$ cat config.mk
export PLATFORM = sky130hd
export DESIGN_NAME = intel_hex_record_parser
export DESIGN_NICKNAME = d
export VERILOG_FILES = /design/src/design/ihex_pkg.sv /design/src/design/ihex_front.sv /design/src/design/ihex_fifo.sv /design/src/design/ihex_back.sv /design/src/design/intel_hex_record_parser.sv
export VERILOG_INCLUDE_DIRS = /design/src /design/src/design
export SDC_FILE = /design/constraint.sdc
export NUM_CORES = 1
export LEC_CHECK = 0
export BUFFER_PORTS_ARGS = -buffer_cell sky130_fd_sc_hd__buf_2
export CAP_MARGIN = 25
export CORE_MARGIN = 3
export CORE_UTILIZATION = 65
export CTS_CLUSTER_SIZE = 12
export DETAILED_ROUTE_END_ITERATION = 6
export GPL_TIMING_DRIVEN = 0
export PLACE_DENSITY = 0.8
export RECOVER_POWER = 100
export SYNTH_ARGS = -nofsm -noshare
export SYNTH_HDL_FRONTEND = slang
export SYNTH_SLANG_ARGS = --single-unit
$ cat constraint.sdc
create_clock -name i_clk -period 11.06 [get_ports i_clk]
set_input_delay 0.553 -clock i_clk [delete_from_list [all_inputs] [get_ports i_clk]]
set_output_delay 0.553 -clock i_clk [all_outputs]
set_load 0.02 [all_outputs]
$ cat src/design/intel_hex_record_parser_assert.svh
// Assertion macros used by the parser's back end RTL file.
`ifndef INTEL_HEX_RECORD_PARSER_ASSERT_SVH
`define INTEL_HEX_RECORD_PARSER_ASSERT_SVH

`ifndef SYNTH
// Check a property on every clock edge outside reset.
`define IHEX_ASSERT(lbl, clk, rst_n, prop) \
    lbl: assert property (@(posedge clk) disable iff (!rst_n) prop) \
        else $error("ihex assertion failed");
// Check a property on every clock edge, reset included.
`define IHEX_ASSERT_ALWAYS(lbl, clk, prop) \
    lbl: assert property (@(posedge clk) prop) \
        else $error("ihex assertion failed");
`else
`define IHEX_ASSERT(lbl, clk, rst_n, prop)
`define IHEX_ASSERT_ALWAYS(lbl, clk, prop)
`endif

`endif

$ cat src/design/ihex_pkg.sv
// Shared types, codes and character decode for the Intel HEX record parser.
package ihex_pkg;

    // character classes carried from front to back
    localparam logic [1:0] CLS_HEX   = 2'd0;
    localparam logic [1:0] CLS_COLON = 2'd1;
    localparam logic [1:0] CLS_LF    = 2'd2;
    localparam logic [1:0] CLS_OTHER = 2'd3;

    // result kinds
    localparam logic [1:0] KIND_DATA  = 2'd0;
    localparam logic [1:0] KIND_BLOCK = 2'd1;
    localparam logic [1:0] KIND_EOF   = 2'd2;
    localparam logic [1:0] KIND_ERR   = 2'd3;

    // error codes
    localparam logic [2:0] ERR_DIGIT = 3'd0;
    localparam logic [2:0] ERR_COLON = 3'd1;
    localparam logic [2:0] ERR_COUNT = 3'd2;
    localparam logic [2:0] ERR_TYPE  = 3'd3;
    localparam logic [2:0] ERR_CSUM  = 3'd4;

    // record types
    localparam logic [7:0] REC_DATA = 8'h00;
    localparam logic [7:0] REC_EOF  = 8'h01;
    localparam logic [7:0] REC_SEG  = 8'h02;

    localparam logic [7:0] CH_COLON = 8'h3A;
    localparam logic [7:0] CH_LF    = 8'h0A;

    localparam int ADDR_W     = 21;
    localparam int FIFO_DEPTH = 4;
    localparam int FIFO_AW    = $clog2(FIFO_DEPTH);
    localparam int FIFO_CW    = $clog2(FIFO_DEPTH + 1);

    typedef struct packed {
        logic [1:0] cls;
        logic [3:0] nib;
    } t_tok;

    typedef struct packed {
        logic full;
        logic empty;
    } t_fifo_stat;

    typedef struct packed {
        logic [1:0]        kind;
        logic [7:0]        data_byte;
        logic [ADDR_W-1:0] address;
        logic [ADDR_W-1:0] block_size;
        logic [2:0]        error_code;
    } t_res;

    // Classify one character and give its nibble value when it is a hex digit.
    function automatic t_tok classify(input logic [7:0] c);
        t_tok t;
        t.cls = CLS_OTHER;
        t.nib = 4'd0;
        if (c > 8'h2F && c < 8'h3A) begin
            t.cls = CLS_HEX;
            t.nib = c[3:0];
        end else if ((c >= 8'h41 && c <= 8'h46) || (c >= 8'h61 && c <= 8'h66)) begin
            t.cls = CLS_HEX;
            t.nib = 4'(c[3:0] + 4'd9);
        end else if (c == CH_COLON) begin
            t.cls = CLS_COLON;
        end else if (c == CH_LF) begin
            t.cls = CLS_LF;
        end
        return t;
    endfunction

endpackage

$ cat src/design/ihex_front.sv
// Front end: take characters, classify them and push tokens to the queue.
module ihex_front
    import ihex_pkg::*;
(
    input  logic       i_clk,
    input  logic       i_rst_n,
    input  logic       i_valid,
    output logic       o_stall,
    input  logic [7:0] i_ch,
    input  t_fifo_stat i_fstat,
    output logic       o_push,
    output t_tok       o_tok
);

    logic r_tok_vld;
    t_tok r_tok;
    logic w_take;

    assign o_stall = r_tok_vld && i_fstat.full;
    assign w_take  = i_valid && !o_stall;
    assign o_push  = r_tok_vld && !i_fstat.full;
    assign o_tok   = r_tok;

    always_ff @(posedge i_clk) begin
        if (!i_rst_n) begin
            r_tok_vld <= 1'b0;
        end else if (w_take) begin
            r_tok_vld <= 1'b1;
        end else if (o_push) begin
            r_tok_vld <= 1'b0;
        end
    end

    always_ff @(posedge i_clk) begin
        if (w_take) begin
            r_tok <= classify(i_ch);
        end
    end

endmodule

$ cat src/design/ihex_fifo.sv
// Short token queue between front and back.
module ihex_fifo
    import ihex_pkg::*;
(
    input  logic       i_clk,
    input  logic       i_rst_n,
    input  logic       i_push,
    input  t_tok       i_tok,
    input  logic       i_pop,
    output t_tok       o_tok,
    output t_fifo_stat o_fstat
);

    t_tok               r_mem [FIFO_DEPTH];
    logic [FIFO_AW-1:0] r_wr_ptr;
    logic [FIFO_AW-1:0] r_rd_ptr;
    logic [FIFO_CW-1:0] r_count;

    assign o_fstat.full  = (r_count == FIFO_CW'(FIFO_DEPTH));
    assign o_fstat.empty = (r_count == '0);
    assign o_tok         = r_mem[r_rd_ptr];

    always_ff @(posedge i_clk) begin
        if (!i_rst_n) begin
            r_wr_ptr <= '0;
            r_rd_ptr <= '0;
            r_count  <= '0;
        end else begin
            if (i_push) begin
                r_wr_ptr <= FIFO_AW'(r_wr_ptr + 1'b1);
            end
            if (i_pop) begin
                r_rd_ptr <= FIFO_AW'(r_rd_ptr + 1'b1);
            end
            if (i_push && !i_pop) begin
                r_count <= FIFO_CW'(r_count + 1'b1);
            end else if (i_pop && !i_push) begin
                r_count <= FIFO_CW'(r_count - 1'b1);
            end
        end
    end

    always_ff @(posedge i_clk) begin
        if (i_push) begin
            r_mem[r_wr_ptr] <= i_tok;
        end
    end

endmodule

$ cat src/design/ihex_back.sv
// Back end: record state machine, block tracking and result register.
module ihex_back
    import ihex_pkg::*;
(
    input  logic       i_clk,
    input  logic       i_rst_n,
    input  t_tok       i_tok,
    input  t_fifo_stat i_fstat,
    output logic       o_pop,
    output logic       o_valid,
    input  logic       i_stall,
    output t_res       o_res
);

`include "intel_hex_record_parser_assert.svh"

    localparam logic [2:0] PH_COLON   = 3'd0;
    localparam logic [2:0] PH_COUNT   = 3'd1;
    localparam logic [2:0] PH_ADDR_HI = 3'd2;
    localparam logic [2:0] PH_ADDR_LO = 3'd3;
    localparam logic [2:0] PH_TYPE    = 3'd4;
    localparam logic [2:0] PH_PAYLOAD = 3'd5;
    localparam logic [2:0] PH_CHECK   = 3'd6;
    localparam logic [2:0] PH_TAIL    = 3'd7;

    logic [2:0]        r_phase,     n_phase;
    logic              r_nib_pend,  n_nib_pend;
    logic [3:0]        r_hi_nib,    n_hi_nib;
    logic [7:0]        r_count,     n_count;
    logic [7:0]        r_left,      n_left;
    logic [7:0]        r_addr_hi,   n_addr_hi;
    logic [7:0]        r_type,      n_type;
    logic [7:0]        r_sum,       n_sum;
    logic [15:0]       r_seg,       n_seg;
    logic [ADDR_W-1:0] r_base,      n_base;
    logic [ADDR_W-1:0] r_byte_addr, n_byte_addr;
    logic              r_blk_open,  n_blk_open;
    logic [ADDR_W-1:0] r_blk_start, n_blk_start;
    logic [ADDR_W-1:0] r_blk_bytes, n_blk_bytes;
    logic [ADDR_W-1:0] r_blk_end,   n_blk_end;
    logic              r_halted,    n_halted;
    logic              r_out_vld;
    t_res              r_out;

    logic [7:0]        w_byte;
    logic [7:0]        w_sum;
    logic [ADDR_W-1:0] w_base;
    logic              w_load;
    t_res              w_res;

    assign o_pop   = !i_fstat.empty && (!r_out_vld || !i_stall);
    assign o_valid = r_out_vld;
    assign o_res   = r_out;

    assign w_byte = {r_hi_nib, i_tok.nib};
    assign w_sum  = 8'(r_sum + w_byte);
    assign w_base = ADDR_W'({r_seg, 4'd0}) + ADDR_W'({r_addr_hi, w_byte});

    always_comb begin
        n_phase     = r_phase;
        n_nib_pend  = r_nib_pend;
        n_hi_nib    = r_hi_nib;
        n_count     = r_count;
        n_left      = r_left;
        n_addr_hi   = r_addr_hi;
        n_type      = r_type;
        n_sum       = r_sum;
        n_seg       = r_seg;
        n_base      = r_base;
        n_byte_addr = r_byte_addr;
        n_blk_open  = r_blk_open;
        n_blk_start = r_blk_start;
        n_blk_bytes = r_blk_bytes;
        n_blk_end   = r_blk_end;
        n_halted    = r_halted;
        w_load      = 1'b0;
        w_res       = '0;

        if (r_halted) begin
            // drop everything until reset
        end else if (r_phase == PH_TAIL) begin
            if (i_tok.cls == CLS_LF) begin
                n_phase = PH_COLON;
            end
        end else if (r_phase == PH_COLON) begin
            if (i_tok.cls != CLS_COLON) begin
                n_halted       = 1'b1;
                w_load         = 1'b1;
                w_res.kind     = KIND_ERR;
                w_res.error_code = ERR_COLON;
            end else begin
                n_phase    = PH_COUNT;
                n_nib_pend = 1'b0;
                n_sum      = 8'd0;
            end
        end else if (i_tok.cls != CLS_HEX) begin
            n_halted         = 1'b1;
            w_load           = 1'b1;
            w_res.kind       = KIND_ERR;
            w_res.error_code = ERR_DIGIT;
        end else if (!r_nib_pend) begin
            n_hi_nib   = i_tok.nib;
            n_nib_pend = 1'b1;
        end else begin
            n_nib_pend = 1'b0;
            n_sum      = w_sum;
            case (r_phase)
                PH_COUNT: begin
                    n_count = w_byte;
                    n_phase = PH_ADDR_HI;
                end
                PH_ADDR_HI: begin
                    n_addr_hi = w_byte;
                    n_phase   = PH_ADDR_LO;
                end
                PH_ADDR_LO: begin
                    n_base  = w_base;
                    n_phase = PH_TYPE;
                end
                PH_TYPE: begin
                    n_type = w_byte;
                    if (w_byte == REC_DATA) begin
                        if (r_count == 8'd0) begin
                            n_halted         = 1'b1;
                            w_load           = 1'b1;
                            w_res.kind       = KIND_ERR;
                            w_res.error_code = ERR_COUNT;
                        end else begin
                            n_left      = r_count;
                            n_phase     = PH_PAYLOAD;
                            n_byte_addr = r_base;
                            if (r_blk_open && r_base != r_blk_end) begin
                                w_load           = 1'b1;
                                w_res.kind       = KIND_BLOCK;
                                w_res.address    = r_blk_start;
                                w_res.block_size = r_blk_bytes;
                            end
                            if (!r_blk_open || r_base != r_blk_end) begin
                                n_blk_open  = 1'b1;
                                n_blk_start = r_base;
                                n_blk_bytes = '0;
                                n_blk_end   = r_base;
                            end
                        end
                    end else if (w_byte == REC_EOF) begin
                        if (r_count != 8'd0) begin
                            n_halted         = 1'b1;
                            w_load           = 1'b1;
                            w_res.kind       = KIND_ERR;
                            w_res.error_code = ERR_COUNT;
                        end else begin
                            n_phase = PH_CHECK;
                        end
                    end else if (w_byte == REC_SEG) begin
                        if (r_count != 8'd2) begin
                            n_halted         = 1'b1;
                            w_load           = 1'b1;
                            w_res.kind       = KIND_ERR;
                            w_res.error_code = ERR_COUNT;
                        end else begin
                            n_left  = 8'd2;
                            n_phase = PH_PAYLOAD;
                        end
                    end else begin
                        n_halted         = 1'b1;
                        w_load           = 1'b1;
                        w_res.kind       = KIND_ERR;
                        w_res.error_code = ERR_TYPE;
                    end
                end
                PH_PAYLOAD: begin
                    if (r_type == REC_DATA) begin
                        w_load          = 1'b1;
                        w_res.kind      = KIND_DATA;
                        w_res.data_byte = w_byte;
                        w_res.address   = r_byte_addr;
                        n_byte_addr     = ADDR_W'(r_byte_addr + 1'b1);
                        n_blk_bytes     = ADDR_W'(r_blk_bytes + 1'b1);
                        n_blk_end       = ADDR_W'(r_blk_end + 1'b1);
                    end else begin
                        n_seg = {r_seg[7:0], w_byte};
                    end
                    n_left = 8'(r_left - 1'b1);
                    if (r_left == 8'd1) begin
                        n_phase = PH_CHECK;
                    end
                end
                PH_CHECK: begin
                    if (w_sum != 8'd0) begin
                        n_halted         = 1'b1;
                        w_load           = 1'b1;
                        w_res.kind       = KIND_ERR;
                        w_res.error_code = ERR_CSUM;
                    end else if (r_type == REC_EOF) begin
                        n_halted         = 1'b1;
                        w_load           = 1'b1;
                        w_res.kind       = KIND_EOF;
                        w_res.address    = r_blk_open ? r_blk_start : '0;
                        w_res.block_size = r_blk_open ? r_blk_bytes : '0;
                    end else begin
                        n_phase = PH_TAIL;
                    end
                end
                default: begin
                    n_phase = PH_COLON;
                end
            endcase
        end
    end

    always_ff @(posedge i_clk) begin
        if (!i_rst_n) begin
            r_phase     <= PH_COLON;
            r_nib_pend  <= 1'b0;
            r_halted    <= 1'b0;
            r_blk_open  <= 1'b0;
            r_seg       <= '0;
            r_blk_start <= '0;
            r_blk_bytes <= '0;
            r_blk_end   <= '0;
            r_out_vld   <= 1'b0;
        end else begin
            if (o_pop) begin
                r_phase     <= n_phase;
                r_nib_pend  <= n_nib_pend;
                r_halted    <= n_halted;
                r_blk_open  <= n_blk_open;
                r_seg       <= n_seg;
                r_blk_start <= n_blk_start;
                r_blk_bytes <= n_blk_bytes;
                r_blk_end   <= n_blk_end;
            end
            if (o_pop && w_load) begin
                r_out_vld <= 1'b1;
            end else if (!i_stall) begin
                r_out_vld <= 1'b0;
            end
        end
    end

    always_ff @(posedge i_clk) begin
        if (o_pop) begin
            r_hi_nib    <= n_hi_nib;
            r_count     <= n_count;
            r_left      <= n_left;
            r_addr_hi   <= n_addr_hi;
            r_type      <= n_type;
            r_sum       <= n_sum;
            r_base      <= n_base;
            r_byte_addr <= n_byte_addr;
        end
        if (o_pop && w_load) begin
            r_out <= w_res;
        end
    end

    `IHEX_ASSERT(a_halt_silent, i_clk, i_rst_n, r_halted |-> !w_load)
    `IHEX_ASSERT(a_blk_end_sum, i_clk, i_rst_n, r_blk_end == ADDR_W'(r_blk_start + r_blk_bytes))
    `IHEX_ASSERT(a_no_pop_empty, i_clk, i_rst_n, i_fstat.empty |-> !o_pop)
    `IHEX_ASSERT(a_halt_sticks, i_clk, i_rst_n, r_halted |=> r_halted)

endmodule

$ cat src/design/intel_hex_record_parser.sv
// Path: a taken character passes the front register, the token queue and the result register.
// Throughput: one character per cycle while o_stall is low; at most one result per character.
// The front register and a four-beat token queue let input and output stall independently.
// Reset (i_rst_n low, synchronous) empties the queue and output and restarts at the colon.
// A halt after end of file or an error lasts until the next reset.
module intel_hex_record_parser
    import ihex_pkg::*;
(
    input  logic              i_clk,
    input  logic              i_rst_n,
    input  logic              i_valid,
    output logic              o_stall,
    input  logic [7:0]        i_ch,
    output logic              o_valid,
    input  logic              i_stall,
    output logic [1:0]        o_kind,
    output logic [7:0]        o_data_byte,
    output logic [ADDR_W-1:0] o_address,
    output logic [ADDR_W-1:0] o_block_size,
    output logic [2:0]        o_error_code
);

    // queue status is shared by both sides
    t_fifo_stat w_fstat;
    t_tok       w_push_tok;
    t_tok       w_pop_tok;
    logic       w_push;
    logic       w_pop;
    t_res       w_res;

    // front: classify each character beat into a hex, colon, newline or other token
    ihex_front u_front (
        .i_clk   (i_clk),
        .i_rst_n (i_rst_n),
        .i_valid (i_valid),
        .o_stall (o_stall),
        .i_ch    (i_ch),
        .i_fstat (w_fstat),
        .o_push  (w_push),
        .o_tok   (w_push_tok)
    );

    // decouple: hold tokens while the result side is stalled
    ihex_fifo u_fifo (
        .i_clk   (i_clk),
        .i_rst_n (i_rst_n),
        .i_push  (w_push),
        .i_tok   (w_push_tok),
        .i_pop   (w_pop),
        .o_tok   (w_pop_tok),
        .o_fstat (w_fstat)
    );

    // back: advance the record state and register the result beat
    ihex_back u_back (
        .i_clk   (i_clk),
        .i_rst_n (i_rst_n),
        .i_tok   (w_pop_tok),
        .i_fstat (w_fstat),
        .o_pop   (w_pop),
        .o_valid (o_valid),
        .i_stall (i_stall),
        .o_res   (w_res)
    );

    assign o_kind       = w_res.kind;
    assign o_data_byte  = w_res.data_byte;
    assign o_address    = w_res.address;
    assign o_block_size = w_res.block_size;
    assign o_error_code = w_res.error_code;

endmodule

==> results_dict.tcl, run 1 <==
set metrics [dict create \
    ir_drop_mv 0.169 \
    static-leakage-power_nw 4.95 \
    hold_end "u_front.r_tok_vld$_SDFFE_PN0P_" \
    yosysTopAreaCell "edfxtp_1" \
    hold_path_depth 3 \
    synth-seq-cells 267 \
    rr_worst_depth 12 \
    finalCritPeriodShare_pct 54.6 \
    io_pins 69 \
    cts_tree "yes" \
    r2r-end "u_back.o_res[32]$_SDFFCE_PP0P_" \
    cts-root-buf "clkbuf_16" \
    avgSynthCellArea_sq_um 11.0 \
    postCtsSetupBuffers 0 \
    tns_ps 0 \
    first_pass_iters 6 \
    path_max_fanout 14 \
    period_minus_slack_ps 6040 \
    crit_type "reg2reg" \
    synth_most_common_cell "edfxtp_1" \
    endpoint_kind "register" \
    cts-htree-levels 1 \
    dp_hpwl_um 22300 \
    yosys-top-cells-count "edfxtp_1 (171), nor2_1 (128), dfxtp_1 (96), nand2_1 (85), a21oi_1 (61)" \
    rsz0062_at_grt "no" \
    clock_sinks 267 \
    synth_ff_type "edfxtp_1" \
    layout.nets 1343 \
    num_vias 10000 \
    cp.required_ps 11470 \
    crit_chain "clkbuf_1 > mux4_2 > ha_1 > fa_1 > a211oi_1 > nor4b_1 > nor4b_1 > and2_0 > nand4_1 > a211oi_1 > clkbuf_1 > a22o_1" \
    die_w_um 148 \
    start_kind "register" \
    ys_types 83 \
    tightest_slew_ps 1860 \
    slew_violations 81 \
    min_path_type "in2reg" \
    cts_buffers 28 \
    cts.clk_slew.worst_paths_ps 60 \
    die_y_um 148 \
    violations "capacitance limit, slew limit" \
    synth_top_area_share_pct 39.3 \
    timing.hold.ws_ps 237 \
    critPathArrivalTime_ps 6450 \
    syn_to_final_growth_pct 10.2 \
    drive_gt1_share_pct 5.62 \
    overflow 0 \
    grt_max_degree 30 \
    viasPerCell 6.33 \
    gp_congestion 0.988 \
    hold_viol 0 \
    finalClockSkew_ps 14.0 \
    drt-initial-drc-count 1021 \
    initial_core_util_pct 66.7 \
    drc 0 \
    grt_util_all_layers_pct 29.2 \
    synthCells 1193 \
    syn-num-nets 1241 \
    slowest_stage "a211oi_1" \
    status "complete, but fails checks" \
    max_freq_mhz 165 \
    async_flop_share_pct 0 \
    fp-row-count 51 \
    final_core_util_pct 73.5 \
    hp-start "i_valid" \
    antenna_found_initial 0 \
    ys.warnings.count 0 \
    r2r_slack_ps 5020 \
    antenna-diode-count 0 \
    die_area_sq_mm 0.0218 \
    design.core.area_sq_mm 0.0196 \
    total_power_mw 2.71 \
    yosysSeqAreaShare_pct 54.0 \
    drtAntennaViolNets 0 \
    relSlewSlack_pct -27.4 \
    synth_area_leaders "edfxtp_1 (39%), dfxtp_1 (15%), nor2_1 (3.7%)" \
    grt_pass1_wl_um 50800 \
    drv_cap 5 \
    first_global_vias 9677 \
    routed_wl_um 32200 \
    wire_per_inst_um 20.4 \
    slowest_delay_ps 1340 \
    ctsHoldBuffers 0 \
    insertion_delay_ps 550 \
    synth_edf_count 171 \
    clockBufferDepth 3 \
    finalSetupViolCount 0 \
    syn_area_sq_mm 0.0131 \
    p_per_area_mw_per_mm2 188 \
    port_buffers 66 \
    cts_resized 0 \
]
## routing by layer
metal	global-route usage (%)	part of all wire, %
met1	38.9	40
met5	0	0
met2	49.3	48
met3	4.14	7.9
met4	10.8	3.9
## flip-flops by register name (all words and copies together), names as in the netlist, 6 cells and up, named ones only
register,count
u_back.r_type,8
u_fifo.r_mem,24
u_back.r_addr_hi,8
u_back.r_byte_addr,21
u_front.o_tok,6
u_back.r_blk_bytes,21
u_back.r_seg,16
u_back.o_res,55
u_back.r_blk_start,21
u_back.r_left,8
u_back.r_base,21
u_back.r_sum,8
u_back.r_count,8
u_back.r_blk_end,21
## logic make-up (layout without fill, tap and decap cells)
group           count (synthesis)  in the layout  share of synthesized area, %
fa+ha+maj                      36             36                          3.62
flops                         267            267                          54.0
xor+xnor                       68             68                          4.56
simple gates                  430            430                          16.6
compound gates                250            250                          13.4
buf+inv                        92            216                          3.34
mux                            50             50                          4.51
## report_power, final
part,internal [mW],switching [mW],leakage (nW)
Sequential,1.22,0.0435,2.36
Clock,0.527,0.373,0.427
Combinational,0.149,0.397,2.16
Total,1.90,0.814,4.95
## worst max-delay path by stage
stage | from | end | slack [ps] | cells past startpoint
after floorplan | register | u_back.o_res[0]$_SDFFCE_PP0P_ | 4820 | 11
after global placement | register | u_back.o_res[42]$_SDFFCE_PP0P_ | 2990 | 11
after detailed placement | register | u_back.o_res[39]$_SDFFCE_PP0P_ | 6400 | 12
after CTS | register | u_back.o_res[39]$_SDFFCE_PP0P_ | 6370 | 12
after global routing | register | u_back.o_res[32]$_SDFFCE_PP0P_ | 4790 | 12
final | register | u_back.o_res[32]$_SDFFCE_PP0P_ | 5020 | 12
## critical path, delay by kind of cell, from the launching register on
kind,cells,cell delay [ps]
fa+ha+maj,2,790
simple gates,4,1010
flops,1,310
mux,1,790
compound gates,3,2040
buf+inv,2,970
## cells in the final DEF, fill, tap and decap left out, types with 14 or more instances in the layout
master / instances
edfxtp_1: 171
clkbuf_1: 136
nor2_1: 130
dfxtp_1: 96
nand2_1: 85
a21oi_1: 61
o21ai_0: 56
mux2i_1: 42
nand3_1: 41
xor2_1: 39
inv_1: 33
ha_1: 33
nor3_1: 31
xnor2_1: 29
clkbuf_16: 29
and2_0: 25
a22o_1: 22
nand4_1: 17
and2_1: 16
a31oi_1: 16
and3_1: 14
## area by class of cell
cell class / instances / area (sq um)
fill: 1434 / 5180
timing repair buffer: 72 / 287
sequential: 267 / 7060
buffer: 59 / 223
inverter: 33 / 124
tap: 265 / 332
multi-input combinational: 834 / 5510
clock inverter: 5 / 51.3
clock buffer: 47 / 823
## through the flow
step / setup WS, ps / instances / instance area [sq um]
2_1_floorplan: 4820 / 1193 / 13100
3_3_place_gp: 2990 / 1524 / 13700
3_5_place_dp: 6400 / 1529 / 13800
4_1_cts: 6370 / 1581 / 14700
5_1_grt: 4790 / 1582 / 14400
6_report: 5020 / 1582 / 14400
No activity file was read; power rests on OpenSTA's default activity.
==> inputs of run 2 (changes only) <==
Settings changed: CORE_UTILIZATION 65 to 62, PLACE_DENSITY 0.8 to 0.77.
Clock period 11.06 ns to 6.1 ns, I/O delays scaled along.
==> run 2 against run 1 <==
Compared with the run above: the flow finishes with violations (capacitance limit); sequential power is 80% higher; design area is 0.14% lower; utilization is 3.3 points lower; largest power group unchanged; global-route usage is 1.1 points lower.
==> results_dict.tcl, run 2 (synthesis results as in run 1) <==
set metrics [dict create \
    top_layer "met5" \
    min_path_type "in2reg" \
    first_global_vias 9394 \
    dr_wl_met2_um 15500 \
    insertion_delay_ps 540 \
    slew_violations 0 \
    crit_type "reg2reg" \
    tightest_slew_ps 1440 \
    drt-initial-drc-count 774 \
    drtAntennaViolNets 0 \
    max_freq_mhz 189 \
    hold_path_depth 3 \
    port_buffers 66 \
    largest_register_ffs 55 \
    period_minus_slack_ps 5300 \
    cts_resized 0 \
    clock_sinks 267 \
    ir_drop_mv 0.342 \
    cts-htree-levels 1 \
    final_cell_mix "edfxtp_1 (171), clkbuf_1 (132), nor2_1 (130)" \
    fp-row-count 52 \
    p_per_area_mw_per_mm2 335 \
    critPathArrivalTime_ps 5580 \
    r2r_slack_ps 800 \
    met3_length_um 2260 \
    io_pins 69 \
    rsz0062_at_grt "no" \
    rr_worst_depth 12 \
    num_vias 9833 \
    start_kind "register" \
    first_pass_iters 7 \
    gp_congestion 0.974 \
    static-leakage-power_nw 4.94 \
    grt_util_all_layers_pct 28.1 \
    wire_per_inst_um 20.3 \
    die_w_um 151 \
    slowest_stage "mux4_2" \
    ctsHoldBuffers 0 \
    critPathTopFamily "compound AO/OA/AOI/OAI gates" \
    grt_max_degree 30 \
    status "complete, but fails checks" \
    crit_cells 12 \
    viasPerCell 6.21 \
    violations "capacitance limit" \
    met1_length_um 13400 \
    finalClockSkew_ps 11.5 \
    syn_to_final_growth_pct 10.0 \
    cts-root-buf "clkbuf_16" \
    layout.nets 1341 \
    hp-start "i_valid" \
    cts.clk_slew.worst_paths_ps 60 \
    die_y_um 151 \
    path_max_fanout 29 \
    antenna_found_initial 2 \
    initial_core_util_pct 63.8 \
    slowest_delay_ps 580 \
    finalCritPeriodShare_pct 86.8 \
    layout_commonest_cell "edfxtp_1" \
    final_core_util_pct 70.2 \
    design.core.area_sq_mm 0.0205 \
    clockBufferDepth 3 \
    routed_wl_um 32100 \
    hold_viol 0 \
    endpoint_kind "register" \
    crit_chain "clkbuf_1 > mux4_2 > clkbuf_1 > fa_1 > a211oi_1 > nor4b_1 > nor4b_1 > and2_0 > a41oi_1 > a221oi_1 > o22ai_4 > buf_12" \
    die_area_sq_mm 0.0229 \
    cts_buffers 27 \
    cts_tree "yes" \
    worst-path-buf-inv 3 \
    grt_pass1_wl_um 50200 \
    drc 0 \
    relSlewSlack_pct 1.25 \
    cp.required_ps 6380 \
    finalSetupViolCount 0 \
    hold_end "u_front.r_tok_vld$_SDFFE_PN0P_" \
    total_power_mw 4.82 \
    dp_hpwl_um 23100 \
    r2r-end "u_back.o_res[42]$_SDFFCE_PP0P_" \
    drive_gt1_share_pct 5.79 \
    postCtsSetupBuffers 0 \
    drv_cap 1 \
    overflow 0 \
]
run 2: where the power goes:
group,total [mW],internal (mW),switching [mW]
Combinational,1.02,0.301,0.721
Clock,1.52,0.862,0.662
Sequential,2.27,2.20,0.0735
Total,4.82,3.36,1.46
run 2: worst register-to-register path: stages, from the launching register on:
cell and delay [ps]:
dfxtp_1 310, clkbuf_1 470, mux4_2 580, clkbuf_1 420
fa_1 570, a211oi_1 530, nor4b_1 130, nor4b_1 410
and2_0 310, a41oi_1 240, a221oi_1 570, o22ai_4 250
buf_12 230
run 2: area by class of cell:
| cell class | count | area (sq um) |
|---|---|---|
| flip-flops and latches | 267 | 7060 |
| fillers | 1540 | 6110 |
| multi-input cells | 834 | 5520 |
| clock buffers | 46 | 781 |
| well taps | 270 | 338 |
| repair buffers | 71 | 309 |
| plain buffers | 59 | 238 |
| inverters | 33 | 124 |
| clock inverters | 3 | 15.0 |
| diodes | 1 | 2.50 |
run 2: worst max path at each step:
stage | startpoint | to | slack, ps
after floorplan | register | u_back.o_res[0]$_SDFFCE_PP0P_ | 1180
after global placement | register | u_back.o_res[38]$_SDFFCE_PP0P_ | -40
after detailed placement | register | u_back.o_res[37]$_SDFFCE_PP0P_ | 1320
after CTS | register | u_back.o_res[41]$_SDFFCE_PP0P_ | 1330
after global routing | register | u_back.o_res[8]$_SDFFCE_PP0P_ | 570
final | register | u_back.o_res[42]$_SDFFCE_PP0P_ | 800
run 2: through the flow:
step           worst slack (ps)  hold slack (ps)  cells  area (sq um)  setup TNS, ps
3_3_place_gp              -42.8              469   1529         13700          -1970
6_report                    803             18.2   1584         14400              0
4_1_cts                    1330             6.43   1583         14600              0
3_5_place_dp               1320              470   1534         13800              0
5_1_grt                     568             41.7   1584         14400              0
2_1_floorplan              1180              426   1193         13100              0
run 2: routing by layer:
| layer | track usage [%] | vias up |
|---|---|---|
| met5 | 0 | - |
| met4 | 9.52 | 2 |
| met3 | 4.64 | 63 |
| met2 | 47.0 | 416 |
| met1 | 37.4 | 4723 |
| li1 | - | 4629 |
